--- src/design/ssw_pkg.sv ---
// ----------------------------------------------------------------------------
// Staircase step sweep package
// Shared widths, register codes, request and result types, and the helper
// functions that clamp the sweep limits.
// ----------------------------------------------------------------------------
package ssw_pkg;

    localparam int MAX_STEP = 20;
    localparam int STEP_W   = 5;
    localparam int DWELL_W  = 10;
    localparam int VAL_W    = 16;
    localparam int PROD_W   = VAL_W + STEP_W;
    localparam int MAG_W    = PROD_W - 1;
    localparam int ADDR_W   = 4;
    localparam int DATA_W   = 32;

    localparam logic [7:0] MAX_STEP_8 = 8'(MAX_STEP);

    localparam logic [1:0] REG_DWELL  = 2'd0;
    localparam logic [1:0] REG_LOW    = 2'd1;
    localparam logic [1:0] REG_HIGH   = 2'd2;
    localparam logic [1:0] REG_SOURCE = 2'd3;

    typedef struct packed {
        logic action;
        logic enabled;
    } ssw_in_t;

    typedef struct packed {
        logic [STEP_W-1:0]       step_index;
        logic signed [VAL_W-1:0] output_value;
    } ssw_out_t;

    typedef struct packed {
        logic [DWELL_W-1:0]      dwell_ticks;
        logic [STEP_W-1:0]       low_step;
        logic [STEP_W-1:0]       high_step;
        logic signed [VAL_W-1:0] source_value;
    } ssw_cfg_t;

    function automatic logic [STEP_W-1:0] eff_high(input logic [STEP_W-1:0] h);
        logic [STEP_W-1:0] r;
        r = (h == '0) ? STEP_W'(1) : h;
        if ({{(8-STEP_W){1'b0}}, r} > MAX_STEP_8) begin
            r = MAX_STEP_8[STEP_W-1:0];
        end
        return r;
    endfunction

    function automatic logic [STEP_W-1:0] eff_low(input logic [STEP_W-1:0] l,
                                                  input logic [STEP_W-1:0] h);
        logic [STEP_W-1:0] eh;
        eh = eff_high(h);
        return (l > eh) ? eh : l;
    endfunction

endpackage

--- src/design/ssw_apb_regs.sv ---
// ----------------------------------------------------------------------------
// Staircase step sweep register file
// APB-style slave holding the dwell, step limit and source value settings.
// ----------------------------------------------------------------------------
module ssw_apb_regs import ssw_pkg::*; (
    input  logic              aclk,
    input  logic              aresetn,
    input  logic              psel,
    input  logic              penable,
    input  logic              pwrite,
    input  logic [ADDR_W-1:0] paddr,
    input  logic [DATA_W-1:0] pwdata,
    output logic [DATA_W-1:0] prdata,
    output logic              pready,
    output ssw_cfg_t          cfg
);

    ssw_cfg_t   cfg_reg;
    logic [1:0] reg_sel;
    logic       wr_en;

    assign reg_sel = paddr[ADDR_W-1:2];
    assign wr_en   = psel && penable && pwrite;
    assign pready  = 1'b1;
    assign cfg     = cfg_reg;

    always_ff @(posedge aclk) begin
        if (!aresetn) begin
            cfg_reg.dwell_ticks  <= DWELL_W'(10);
            cfg_reg.low_step     <= STEP_W'(1);
            cfg_reg.high_step    <= STEP_W'(1);
            cfg_reg.source_value <= '0;
        end else if (wr_en) begin
            case (reg_sel)
                REG_DWELL:  cfg_reg.dwell_ticks  <= pwdata[DWELL_W-1:0];
                REG_LOW:    cfg_reg.low_step     <= pwdata[STEP_W-1:0];
                REG_HIGH:   cfg_reg.high_step    <= pwdata[STEP_W-1:0];
                REG_SOURCE: cfg_reg.source_value <= pwdata[VAL_W-1:0];
                default: begin
                end
            endcase
        end
    end

    always_comb begin
        case (reg_sel)
            REG_DWELL:  prdata = {{(DATA_W-DWELL_W){1'b0}}, cfg_reg.dwell_ticks};
            REG_LOW:    prdata = {{(DATA_W-STEP_W){1'b0}}, cfg_reg.low_step};
            REG_HIGH:   prdata = {{(DATA_W-STEP_W){1'b0}}, cfg_reg.high_step};
            REG_SOURCE: prdata = {{(DATA_W-VAL_W){1'b0}}, cfg_reg.source_value};
            default:    prdata = '0;
        endcase
    end

endmodule

--- src/design/ssw_divider.sv ---
// ----------------------------------------------------------------------------
// Staircase step sweep divider
// Restoring shift-subtract divider, one quotient bit per cycle.
// ----------------------------------------------------------------------------
module ssw_divider import ssw_pkg::*; (
    input  logic              aclk,
    input  logic              aresetn,
    input  logic              start,
    input  logic [MAG_W-1:0]  dividend,
    input  logic [STEP_W-1:0] divisor,
    output logic              done,
    output logic [MAG_W-1:0]  quotient
);

    localparam int CNT_W = $clog2(MAG_W);

    logic [STEP_W-1:0] rem_reg,  rem_next;
    logic [MAG_W-1:0]  quo_reg,  quo_next;
    logic [STEP_W-1:0] dvs_reg,  dvs_next;
    logic [CNT_W-1:0]  cnt_reg,  cnt_next;
    logic              busy_reg, busy_next;
    logic              done_reg, done_next;
    logic [STEP_W:0]   trial;
    logic              fits;

    assign trial    = {rem_reg, quo_reg[MAG_W-1]};
    assign fits     = trial >= {1'b0, dvs_reg};
    assign done     = done_reg;
    assign quotient = quo_reg;

    always_comb begin
        rem_next  = rem_reg;
        quo_next  = quo_reg;
        dvs_next  = dvs_reg;
        cnt_next  = cnt_reg;
        busy_next = busy_reg;
        done_next = 1'b0;
        if (start) begin
            rem_next  = '0;
            quo_next  = dividend;
            dvs_next  = divisor;
            cnt_next  = '0;
            busy_next = 1'b1;
        end else if (busy_reg) begin
            rem_next = fits ? STEP_W'(trial - {1'b0, dvs_reg}) : trial[STEP_W-1:0];
            quo_next = {quo_reg[MAG_W-2:0], fits};
            cnt_next = cnt_reg + CNT_W'(1);
            if (cnt_reg == CNT_W'(MAG_W - 1)) begin
                busy_next = 1'b0;
                done_next = 1'b1;
            end
        end
    end

    always_ff @(posedge aclk) begin
        if (!aresetn) begin
            busy_reg <= 1'b0;
            done_reg <= 1'b0;
            cnt_reg  <= '0;
        end else begin
            busy_reg <= busy_next;
            done_reg <= done_next;
            cnt_reg  <= cnt_next;
            rem_reg  <= rem_next;
            quo_reg  <= quo_next;
            dvs_reg  <= dvs_next;
        end
    end

endmodule

--- src/design/staircase_step_sweep_core.sv ---
// A restart or a moving tick runs through the multiply, start, divide and finish states.
// A tick that does not move the step gives no result.
// A new request is taken only in idle, once the shared divider has finished the last one.
// The finished result waits in an output register while the next request is taken.
// Reset (synchronous, active low) clears the sweep state and loads the default settings.
// ----------------------------------------------------------------------------
// Staircase step sweep core
// Sequencer for the dwell counter and step walk, with a multiply stage that scales the
// source value by the step and a shared iterative divider that divides it by the high step.
// ----------------------------------------------------------------------------
module staircase_step_sweep_core import ssw_pkg::*; (
    input  logic              aclk,
    input  logic              aresetn,
    input  logic              s_valid,
    output logic              s_ready,
    input  ssw_in_t           s_data,
    output logic              m_valid,
    input  logic              m_ready,
    output ssw_out_t          m_data,
    input  logic              psel,
    input  logic              penable,
    input  logic              pwrite,
    input  logic [ADDR_W-1:0] paddr,
    input  logic [DATA_W-1:0] pwdata,
    output logic [DATA_W-1:0] prdata,
    output logic              pready
);

    typedef enum logic [2:0] {
        ST_IDLE,
        ST_MUL,
        ST_START,
        ST_DIV,
        ST_FIN
    } state_t;

    state_t                   state_reg,   state_next;
    logic [DWELL_W-1:0]       dwell_reg,   dwell_next;
    logic [STEP_W-1:0]        step_reg,    step_next;
    logic                     down_reg,    down_next;
    logic signed [PROD_W-1:0] prod_reg,    prod_next;
    logic                     neg_reg,     neg_next;
    logic                     m_valid_reg, m_valid_next;
    ssw_out_t                 m_data_reg,  m_data_next;

    ssw_cfg_t                 cfg;
    logic [STEP_W-1:0]        hi_step;
    logic [STEP_W-1:0]        lo_step;
    logic [STEP_W-1:0]        step_mv;
    logic                     down_mv;
    logic [DWELL_W-1:0]       dwell_inc;
    logic signed [PROD_W-1:0] mul_res;
    logic signed [PROD_W-1:0] prod_abs;
    logic                     div_start;
    logic                     div_done;
    logic [MAG_W-1:0]         div_quo;
    logic [MAG_W-1:0]         quo_neg;
    logic signed [VAL_W-1:0]  sat_val;
    logic                     m_load;

    ssw_apb_regs u_regs (
        .aclk    (aclk),
        .aresetn (aresetn),
        .psel    (psel),
        .penable (penable),
        .pwrite  (pwrite),
        .paddr   (paddr),
        .pwdata  (pwdata),
        .prdata  (prdata),
        .pready  (pready),
        .cfg     (cfg)
    );

    ssw_divider u_div (
        .aclk     (aclk),
        .aresetn  (aresetn),
        .start    (div_start),
        .dividend (prod_abs[MAG_W-1:0]),
        .divisor  (hi_step),
        .done     (div_done),
        .quotient (div_quo)
    );

    assign hi_step   = eff_high(cfg.high_step);
    assign lo_step   = eff_low(cfg.low_step, cfg.high_step);
    assign dwell_inc = dwell_reg + DWELL_W'(1);
    assign mul_res   = PROD_W'(cfg.source_value) * PROD_W'($signed({1'b0, step_reg}));
    assign prod_abs  = prod_reg[PROD_W-1] ? -prod_reg : prod_reg;
    assign quo_neg   = MAG_W'(0) - div_quo;
    assign s_ready   = (state_reg == ST_IDLE);
    assign m_valid   = m_valid_reg;
    assign m_data    = m_data_reg;

    always_comb begin
        step_mv = step_reg;
        down_mv = down_reg;
        if (step_reg < hi_step && !down_reg) begin
            step_mv = step_reg + STEP_W'(1);
        end else begin
            down_mv = 1'b1;
        end
        if (step_mv > lo_step && down_mv) begin
            step_mv = step_mv - STEP_W'(1);
        end else begin
            down_mv = 1'b0;
        end
    end

    always_comb begin
        if (!neg_reg) begin
            sat_val = (div_quo > MAG_W'(32767)) ? 16'sh7FFF : div_quo[VAL_W-1:0];
        end else begin
            sat_val = (div_quo > MAG_W'(32768)) ? 16'sh8000 : quo_neg[VAL_W-1:0];
        end
    end

    always_comb begin
        state_next   = state_reg;
        dwell_next   = dwell_reg;
        step_next    = step_reg;
        down_next    = down_reg;
        prod_next    = prod_reg;
        neg_next     = neg_reg;
        m_valid_next = m_valid_reg;
        m_data_next  = m_data_reg;
        div_start    = 1'b0;
        m_load       = 1'b0;
        if (m_valid_reg && m_ready) begin
            m_valid_next = 1'b0;
        end
        case (state_reg)
            ST_IDLE: begin
                if (s_valid) begin
                    if (s_data.action) begin
                        step_next  = lo_step;
                        dwell_next = '0;
                        down_next  = 1'b0;
                        state_next = ST_MUL;
                    end else if (s_data.enabled) begin
                        if (dwell_inc < cfg.dwell_ticks) begin
                            dwell_next = dwell_inc;
                        end else begin
                            dwell_next = '0;
                            step_next  = step_mv;
                            down_next  = down_mv;
                            state_next = ST_MUL;
                        end
                    end
                end
            end
            ST_MUL: begin
                prod_next  = mul_res;
                state_next = ST_START;
            end
            ST_START: begin
                div_start  = 1'b1;
                neg_next   = prod_reg[PROD_W-1];
                state_next = ST_DIV;
            end
            ST_DIV: begin
                if (div_done) begin
                    state_next = ST_FIN;
                end
            end
            ST_FIN: begin
                if (!m_valid_reg || m_ready) begin
                    m_load                   = 1'b1;
                    m_valid_next             = 1'b1;
                    m_data_next.step_index   = step_reg;
                    m_data_next.output_value = sat_val;
                    state_next               = ST_IDLE;
                end
            end
            default: begin
                state_next = ST_IDLE;
            end
        endcase
    end

    always_ff @(posedge aclk) begin
        if (!aresetn) begin
            state_reg   <= ST_IDLE;
            dwell_reg   <= '0;
            step_reg    <= STEP_W'(1);
            down_reg    <= 1'b0;
            m_valid_reg <= 1'b0;
        end else begin
            state_reg   <= state_next;
            dwell_reg   <= dwell_next;
            step_reg    <= step_next;
            down_reg    <= down_next;
            m_valid_reg <= m_valid_next;
            prod_reg    <= prod_next;
            neg_reg     <= neg_next;
            m_data_reg  <= m_data_next;
        end
    end

`ifndef NO_ASSERTIONS
    a_div_done_in_div: assert property (@(posedge aclk) disable iff (!aresetn)
        div_done |-> state_reg == ST_DIV)
        else $error("Divider finished outside the divide state.");

    a_restart_starts_work: assert property (@(posedge aclk) disable iff (!aresetn)
        s_valid && s_ready && s_data.action |=> state_reg == ST_MUL)
        else $error("Restart request did not start the scaling sequence.");

    a_load_from_fin: assert property (@(posedge aclk) disable iff (!aresetn)
        m_load |=> m_valid_reg && state_reg == ST_IDLE)
        else $error("Result load did not present a result and return to idle.");

    a_result_after_fin: assert property (@(posedge aclk) disable iff (!aresetn)
        $rose(m_valid_reg) |-> $past(state_reg) == ST_FIN)
        else $error("Result appeared without a finished computation.");
`endif

endmodule

--- config.mk ---
export PLATFORM = sky130hd
export DESIGN_NAME = staircase_step_sweep_core
export DESIGN_NICKNAME = d
export VERILOG_FILES = /design/src/design/ssw_pkg.sv /design/src/design/ssw_apb_regs.sv /design/src/design/ssw_divider.sv /design/src/design/staircase_step_sweep_core.sv
export SDC_FILE = /design/constraint.sdc
export NUM_CORES = 1
export LEC_CHECK = 0
export BUFFER_PORTS_ARGS = -buffer_cell sky130_fd_sc_hd__clkbuf_2
export CAP_MARGIN = 15
export CORE_ASPECT_RATIO = 0.6
export CORE_MARGIN = 3
export CORE_UTILIZATION = 50
export DETAILED_ROUTE_END_ITERATION = 12
export PLACE_DENSITY = 0.7
export SLEW_MARGIN = 10
export SYNTH_ARGS = -nofsm -noshare
export SYNTH_HDL_FRONTEND = slang
export SYNTH_SLANG_ARGS = --single-unit
--- constraint.sdc ---
create_clock -name aclk -period 5.8 [get_ports aclk]
set_clock_uncertainty 0.1 [all_clocks]
set_input_delay 0.58 -clock aclk [delete_from_list [all_inputs] [get_ports aclk]]
set_output_delay 0.58 -clock aclk [all_outputs]
set_load 0.005 [all_outputs]
== After elaboration in Yosys (flattened, before gate mapping) ==
Cells that the tools add are included.

* Register bits: 136
* Bits in latches: 0
* Bits in writable memories: 0
* Bits in read-only memories: 0
* Input port bits: 45
* Output and inout port bits: 56
* Memories: 0

* Add/sub/neg operators: 7
* $mul: 1
* Div/mod/pow operators: 0
* Magnitude comparators: 8
* Eq/ne operators: 14
* Shift-type cells: 0
* Muxes and demuxes: 40
* Bitwise logic cells: 2
* Reductions and logical operators: 27

{| class="wikitable"
|+ Operators with widths
! kind !! count
|-
| one-hot mux 32 bit (4 select lines) || 1
|-
| 2-to-1 mux 20 bit || 3
|-
| 2-to-1 mux 5 bit || 10
|-
| 2-to-1 mux 16 bit || 3
|-
| 2-to-1 mux 10 bit || 3
|-
| multiplier 16 x 6 -> 21 bit || 1
|-
| greater-than comparator 20 x 15 -> 1 bit, second input constant || 1
|-
| greater-than comparator 20 x 16 -> 1 bit, second input constant || 1
|-
| negator 20 bit || 1
|-
| 2-to-1 mux 3 bit || 6
|-
| AND reduction 2 bit || 8
|-
| subtractor 1 x 16 -> 16 bit, first input constant || 1
|-
| one-hot mux 3 bit (5 select lines) || 1
|-
| 2-to-1 mux 1 bit || 13
|-
| adder 10 x 1 -> 10 bit, second input constant || 1
|-
| adder 5 x 1 -> 5 bit, second input constant || 2
|-
| greater-than comparator 5 bit || 2
|-
| < comparator 10 bit || 1
|-
| == test 3 x 2 -> 1 bit, second input constant || 2
|-
| >= comparator 6 x 5 -> 1 bit || 1
|-
| inequality test 2 bit, second input constant || 3
|-
| AND reduction 3 bit || 2
|-
| == test 5 bit, second input constant || 1
|-
| greater-than comparator 5 bit, second input constant || 1
|-
| other kinds (22) || 30
|}

== Depth between registers and ports, before layout ==
* Depth in word-level cells: 13
* Gate-level depth with buffers: 19

== Modules after synthesis ==
A second synthesis with hierarchy kept.

* Cell total of the unflattened synthesis: 1029
* Area total of the unflattened synthesis: 10063.4 µm²

{| class="wikitable"
|+ By module, submodules not included
! module !! times used !! cells each !! area each (µm²) !! seq. area each (µm²)
|-
| staircase_step_sweep_core || 1 || 717 || 6550.0 || 1691.6
|-
| ssw_apb_regs || 1 || 182 || 1771.7 || 720.7
|-
| ssw_divider || 1 || 130 || 1741.7 || 1041.0
|}

== Least setup slack after synthesis ==
OpenSTA, ideal clock, no wires.

* Path type: flip-flop to flip-flop
* Start point: register step_reg[2]
* End point: register prod_reg[19], data pin
* Library setup time: 258 ps
* Arrival time: 4449 ps
* Slack: 993 ps
* Cell stages (with the launch flop): 19
* Cells stage by stage: dfxtp_1 > clkbuf_1 > clkbuf_1 > nand2_1 > fa_1 > inv_1 > ha_1 > inv_1 > fa_1 > inv_1 > fa_1 > a21oi_1 > o21ai_0 > o311a_1 > a31o_2 > o21ai_0 > o2111ai_1 > a21oi_1 > xnor2_1

* Cells in the longest elaborated chain, start to end: 1

{| class="wikitable"
|+ Ends and longest elaborated chain
! item !! RTL line !! RTL
|-
| start: declaration || staircase_step_sweep_core.sv:39 || <nowiki>logic [STEP_W-1:0] step_reg, step_next;</nowiki>
|-
| start signal: assignment || staircase_step_sweep_core.sv:190 || <nowiki>step_reg <= step_next;</nowiki>
|-
| multiplier 16 x 6 -> 21 bit || staircase_step_sweep_core.sv:87 || <nowiki>assign mul_res = PROD_W'(cfg.source_value) * PROD_W'($signed({1'b0, step_reg}));</nowiki>
|-
| net mul_res[19] || staircase_step_sweep_core.sv:52 || <nowiki>logic signed [PROD_W-1:0] mul_res;</nowiki>
|-
| end signal: assignment || staircase_step_sweep_core.sv:193 || <nowiki>prod_reg <= prod_next;</nowiki>
|-
| end: declaration || staircase_step_sweep_core.sv:41 || <nowiki>logic signed [PROD_W-1:0] prod_reg, prod_next;</nowiki>
|}

The timed path passes the listed nets, and every way through them passes these cells.
A chain may end at the register's enable or synchronous reset.

== Worst setup path after layout ==
Same ends and word-level chain as after synthesis.

==> qor.yml <==
global_route:
  met1_usage_pct: 32.6
  antenna_found_initial: 0
  grt-ovfl-total: 0
  grt_pass1_vias: 7324
  grt_max_degree: 56
  grt_pass1_wl_um: 37400
  grt_usage_pct: 21.1
  grt_util_met2_pct: 30.0
  busiest_layer: "met1"
  use_met3_pct: 4.59
power:
  ir_worst_vdd_v: 0.000234
  clockPowerShare_pct: 43.1
  p_int_mw: 1.73
  p_sw_share_pct: 27.1
  p_sw_uw: 645
  comb_power_share_pct: 11.5
  p_leak_nw: 4.86
  p_per_area_mw_per_mm2: 211
  pwr-share-seq_pct: 45.4
die:
  ios: 101
  core_area_sq_mm: 0.0195
  initial_utilization_pct: 52.2
  core.rowCount: 39
  die_area_sq_mm: 0.0222
  die_w_um: 190
  fp.dieH_um: 117
setup_path:
  worstSetupStartpointType: "flip-flop"
  arrival_ns: 5.21
  worstPathRequired_ns: 5.88
  path_class: "reg2reg"
  cp-end-kind: "flip-flop"
  cp_max_fo: 15
  r2r_cells: 16
detailed_routing:
  dr.pass1.iters: 5
  ant_nets: 0
  drcViolationCount: 0
  wl_per_cell_um: 16.0
  drtIter0Drc: 667
  vias_per_cell: 5.61
  route.final.wire_length_um: 22600
  vias: 7957
outcome:
  outcome: "completed"
timing:
  setup_slack_ns: 0.670
  worst_pin_slew_ns: 1.09
  slew_viol_final: 0
  max_freq_mhz: 195
  fin_tns_setup_ns: 0
  min_period_ns: 5.13
  rsz0062_at_grt: "no"
  fin_crit_sh_pct: 88.4
  setup_viol_count_final: 0
  slew_headroom_pct: 27.5
  finalHoldViolations: 0
clock_network:
  clk_latency_ns: 0.44
  cts_htree_levels: 4
  cts_hold_buf: 0
  cts_tree: "done"
  clock_tree.root_cell: "clkbuf_16"
  clock_sinks: 136
  clkTransAtPathRegs_ns: 0.07
  cts_resized: 0
  post_cts_buffers: 0
  clock_path_buffers: 2
  numCtsBuffers: 17
yosys:
  netlist.area_leader.share_pct: 21.5
  synth_area_leaders: "edfxtp_1 22%, dfxtp_1 12%, fa_1 9.6%, ha_1 8.7%, nand2_1 6.3%"
  synthMuxAreaShare_pct: 2.57
  ys_seq_elements: 136
  yosysWarnings: 0
  dominantRegCellSynth: "edfxtp_1"
  synth_edf_count: 73
  syn_inst: 1090
  synth_largest_area_cell: "edfxtp_1"
  netlist_area_sq_mm: 0.0102
  avgSynthCellArea_sq_um: 9.34
  async_flop_share_pct: 0
  synth-seq-area-share_pct: 33.9
  yosys.area_share.simple_pct: 20.7
  synthAdderAreaFrac_pct: 18.4
  synth_xor_area_share_pct: 4.47
  synth-compound-area-share_pct: 13.9
  synth_top_family_by_area: "simple AND/OR/NAND/NOR gates"
  yosysUniqueCellTypes: 83
layout:
  final_cell_area_sq_mm: 0.0112
  nFillCells: 1710
  final_core_util_pct: 57.6
  layout.cells.non_filler: 1418
  nets: 1305
  largest_reg_flops: 36
  area_growth_pct: 10.3
  insertedDiodeCount: 0
  drive_gt1_share_pct: 12.0
hold_path:
  whs_path_depth: 3
  hold_class: "in2reg"
flow_run:
  maxCapViolations: 0
placement:
  dp_hpwl_um: 17200
  portBuffers: 65
  dpl.cell_count: 1384
  dp_slack_ns: 0.753
  dpl-instance-area_sq_mm: 0.0107
  place.gp.congestion: 0.923
[layout make-up]
type	instances	area, sq um	area share, %
Timing Repair Buffer	79	458	4.07
Sequential cell	136	3450	30.7
Multi-Input combinational cell	833	6180	55.0
Clock inverter	13	108	0.957
Clock buffer	18	429	3.82
Tap cell	266	333	2.96
Inverter	73	274	2.44
[cells by family after synthesis]
group,Yosys count
and+or+nand+nor,423
muxes,19
AOI/OAI and AO/OA,202
DFF,136
other,2
xor gates and xnor gates,52
buffers and inverters,136
adders and majority gates,120
[cells in the final DEF (no fill, tap or decap), types with 14 or more instances in the layout]
| cell | count |
|---|---|
| nand2_1 | 171 |
| edfxtp_1 | 73 |
| inv_1 | 72 |
| ha_1 | 71 |
| clkbuf_2 | 65 |
| dfxtp_1 | 63 |
| o21ai_0 | 57 |
| nor2_1 | 55 |
| and2_1 | 52 |
| fa_1 | 49 |
| xor2_1 | 33 |
| a21boi_0 | 28 |
| nand3_1 | 25 |
| a21oi_1 | 22 |
| xnor2_1 | 19 |
| nor2b_1 | 19 |
| and3_1 | 18 |
| conb_1 | 17 |
| clkbuf_16 | 17 |
| nor3_1 | 15 |
| or3_1 | 14 |
[Yosys cell counts, types with 4 or more instances]
| cell | n |
|---|---|
| xnor2_1 | 19 |
| mux2i_1 | 12 |
| fa_1 | 49 |
| o211ai_1 | 7 |
| nor3_1 | 15 |
| o41ai_1 | 4 |
| and2_1 | 52 |
| o21ai_0 | 57 |
| a21o_1 | 5 |
| mux4_2 | 4 |
| o21a_1 | 12 |
| dfxtp_1 | 63 |
| nand4b_1 | 6 |
| o311ai_0 | 9 |
| a31oi_1 | 6 |
| nor4_1 | 7 |
| nor2_1 | 56 |
| a21boi_0 | 28 |
| a211oi_1 | 4 |
| or2_2 | 4 |
| or3_1 | 14 |
| inv_1 | 72 |
| ha_1 | 71 |
| nand3_1 | 25 |
| buf_4 | 17 |
| nand2b_1 | 9 |
| a22o_1 | 6 |
| nor2b_1 | 19 |
| edfxtp_1 | 73 |
| a21oi_1 | 22 |
| and3_1 | 18 |
| nand4_1 | 4 |
| nand2_1 | 171 |
| xor2_1 | 33 |
| clkbuf_1 | 42 |
| o31ai_1 | 9 |
[metal layers]
layer	vias up	part of all wire [%]	routed length, um
met5	-	0	0
met3	23	6.3	1430
met4	0	0.84	191
met2	229	41	9330
li1	3876	-	-
met1	3829	52	11700
[worst paths after layout]
check | startpoint | endpoint | slack [ns]
max | step_reg[2]$_SDFFE_PN0P_ | prod_reg[19]$_DFFE_PP_ | 0.67
min | pwdata[7] | u_regs.cfg[7]$_SDFFE_PN0P_ | 0.29
max reg2reg | step_reg[2]$_SDFFE_PN0P_ | prod_reg[19]$_DFFE_PP_ | 0.67
min reg2reg | down_reg$_SDFFE_PN0P_ | down_reg$_SDFFE_PN0P_ | 0.39
[worst max-delay path, stage by stage, from the launching register on]
cell       delay (ns)
dfxtp_1          0.70
buf_4            0.29
nand2_1          0.10
fa_1             0.55
inv_1            0.04
ha_1             0.28
ha_1             0.29
ha_1             0.23
fa_1             0.41
a21oi_1          0.21
o21ai_0          0.22
o311a_1          0.40
a31o_2           0.28
o21ai_0          0.30
o2111ai_1        0.18
a21oi_1          0.20
xnor2_1          0.08
[power by group through the flow]
stage                     Sequential (mW)  Clock [mW]  Combinational (mW)
after global routing                 1.08        1.07               0.307
final                                1.08        1.02               0.273
after detailed placement             1.10           0               0.262
after floorplan                      1.08           0               0.214
after global placement               1.10           0               0.258
after CTS                            1.08        1.04               0.266
[metrics by stage]
stage                     hold WS, ns  power (mW)
after floorplan                 0.324        1.29
after global placement          0.370        1.36
after detailed placement        0.378        1.36
after CTS                       0.272        2.38
after global routing            0.288        2.46
final                           0.289        2.37
Power figures use the tool's default switching activity.
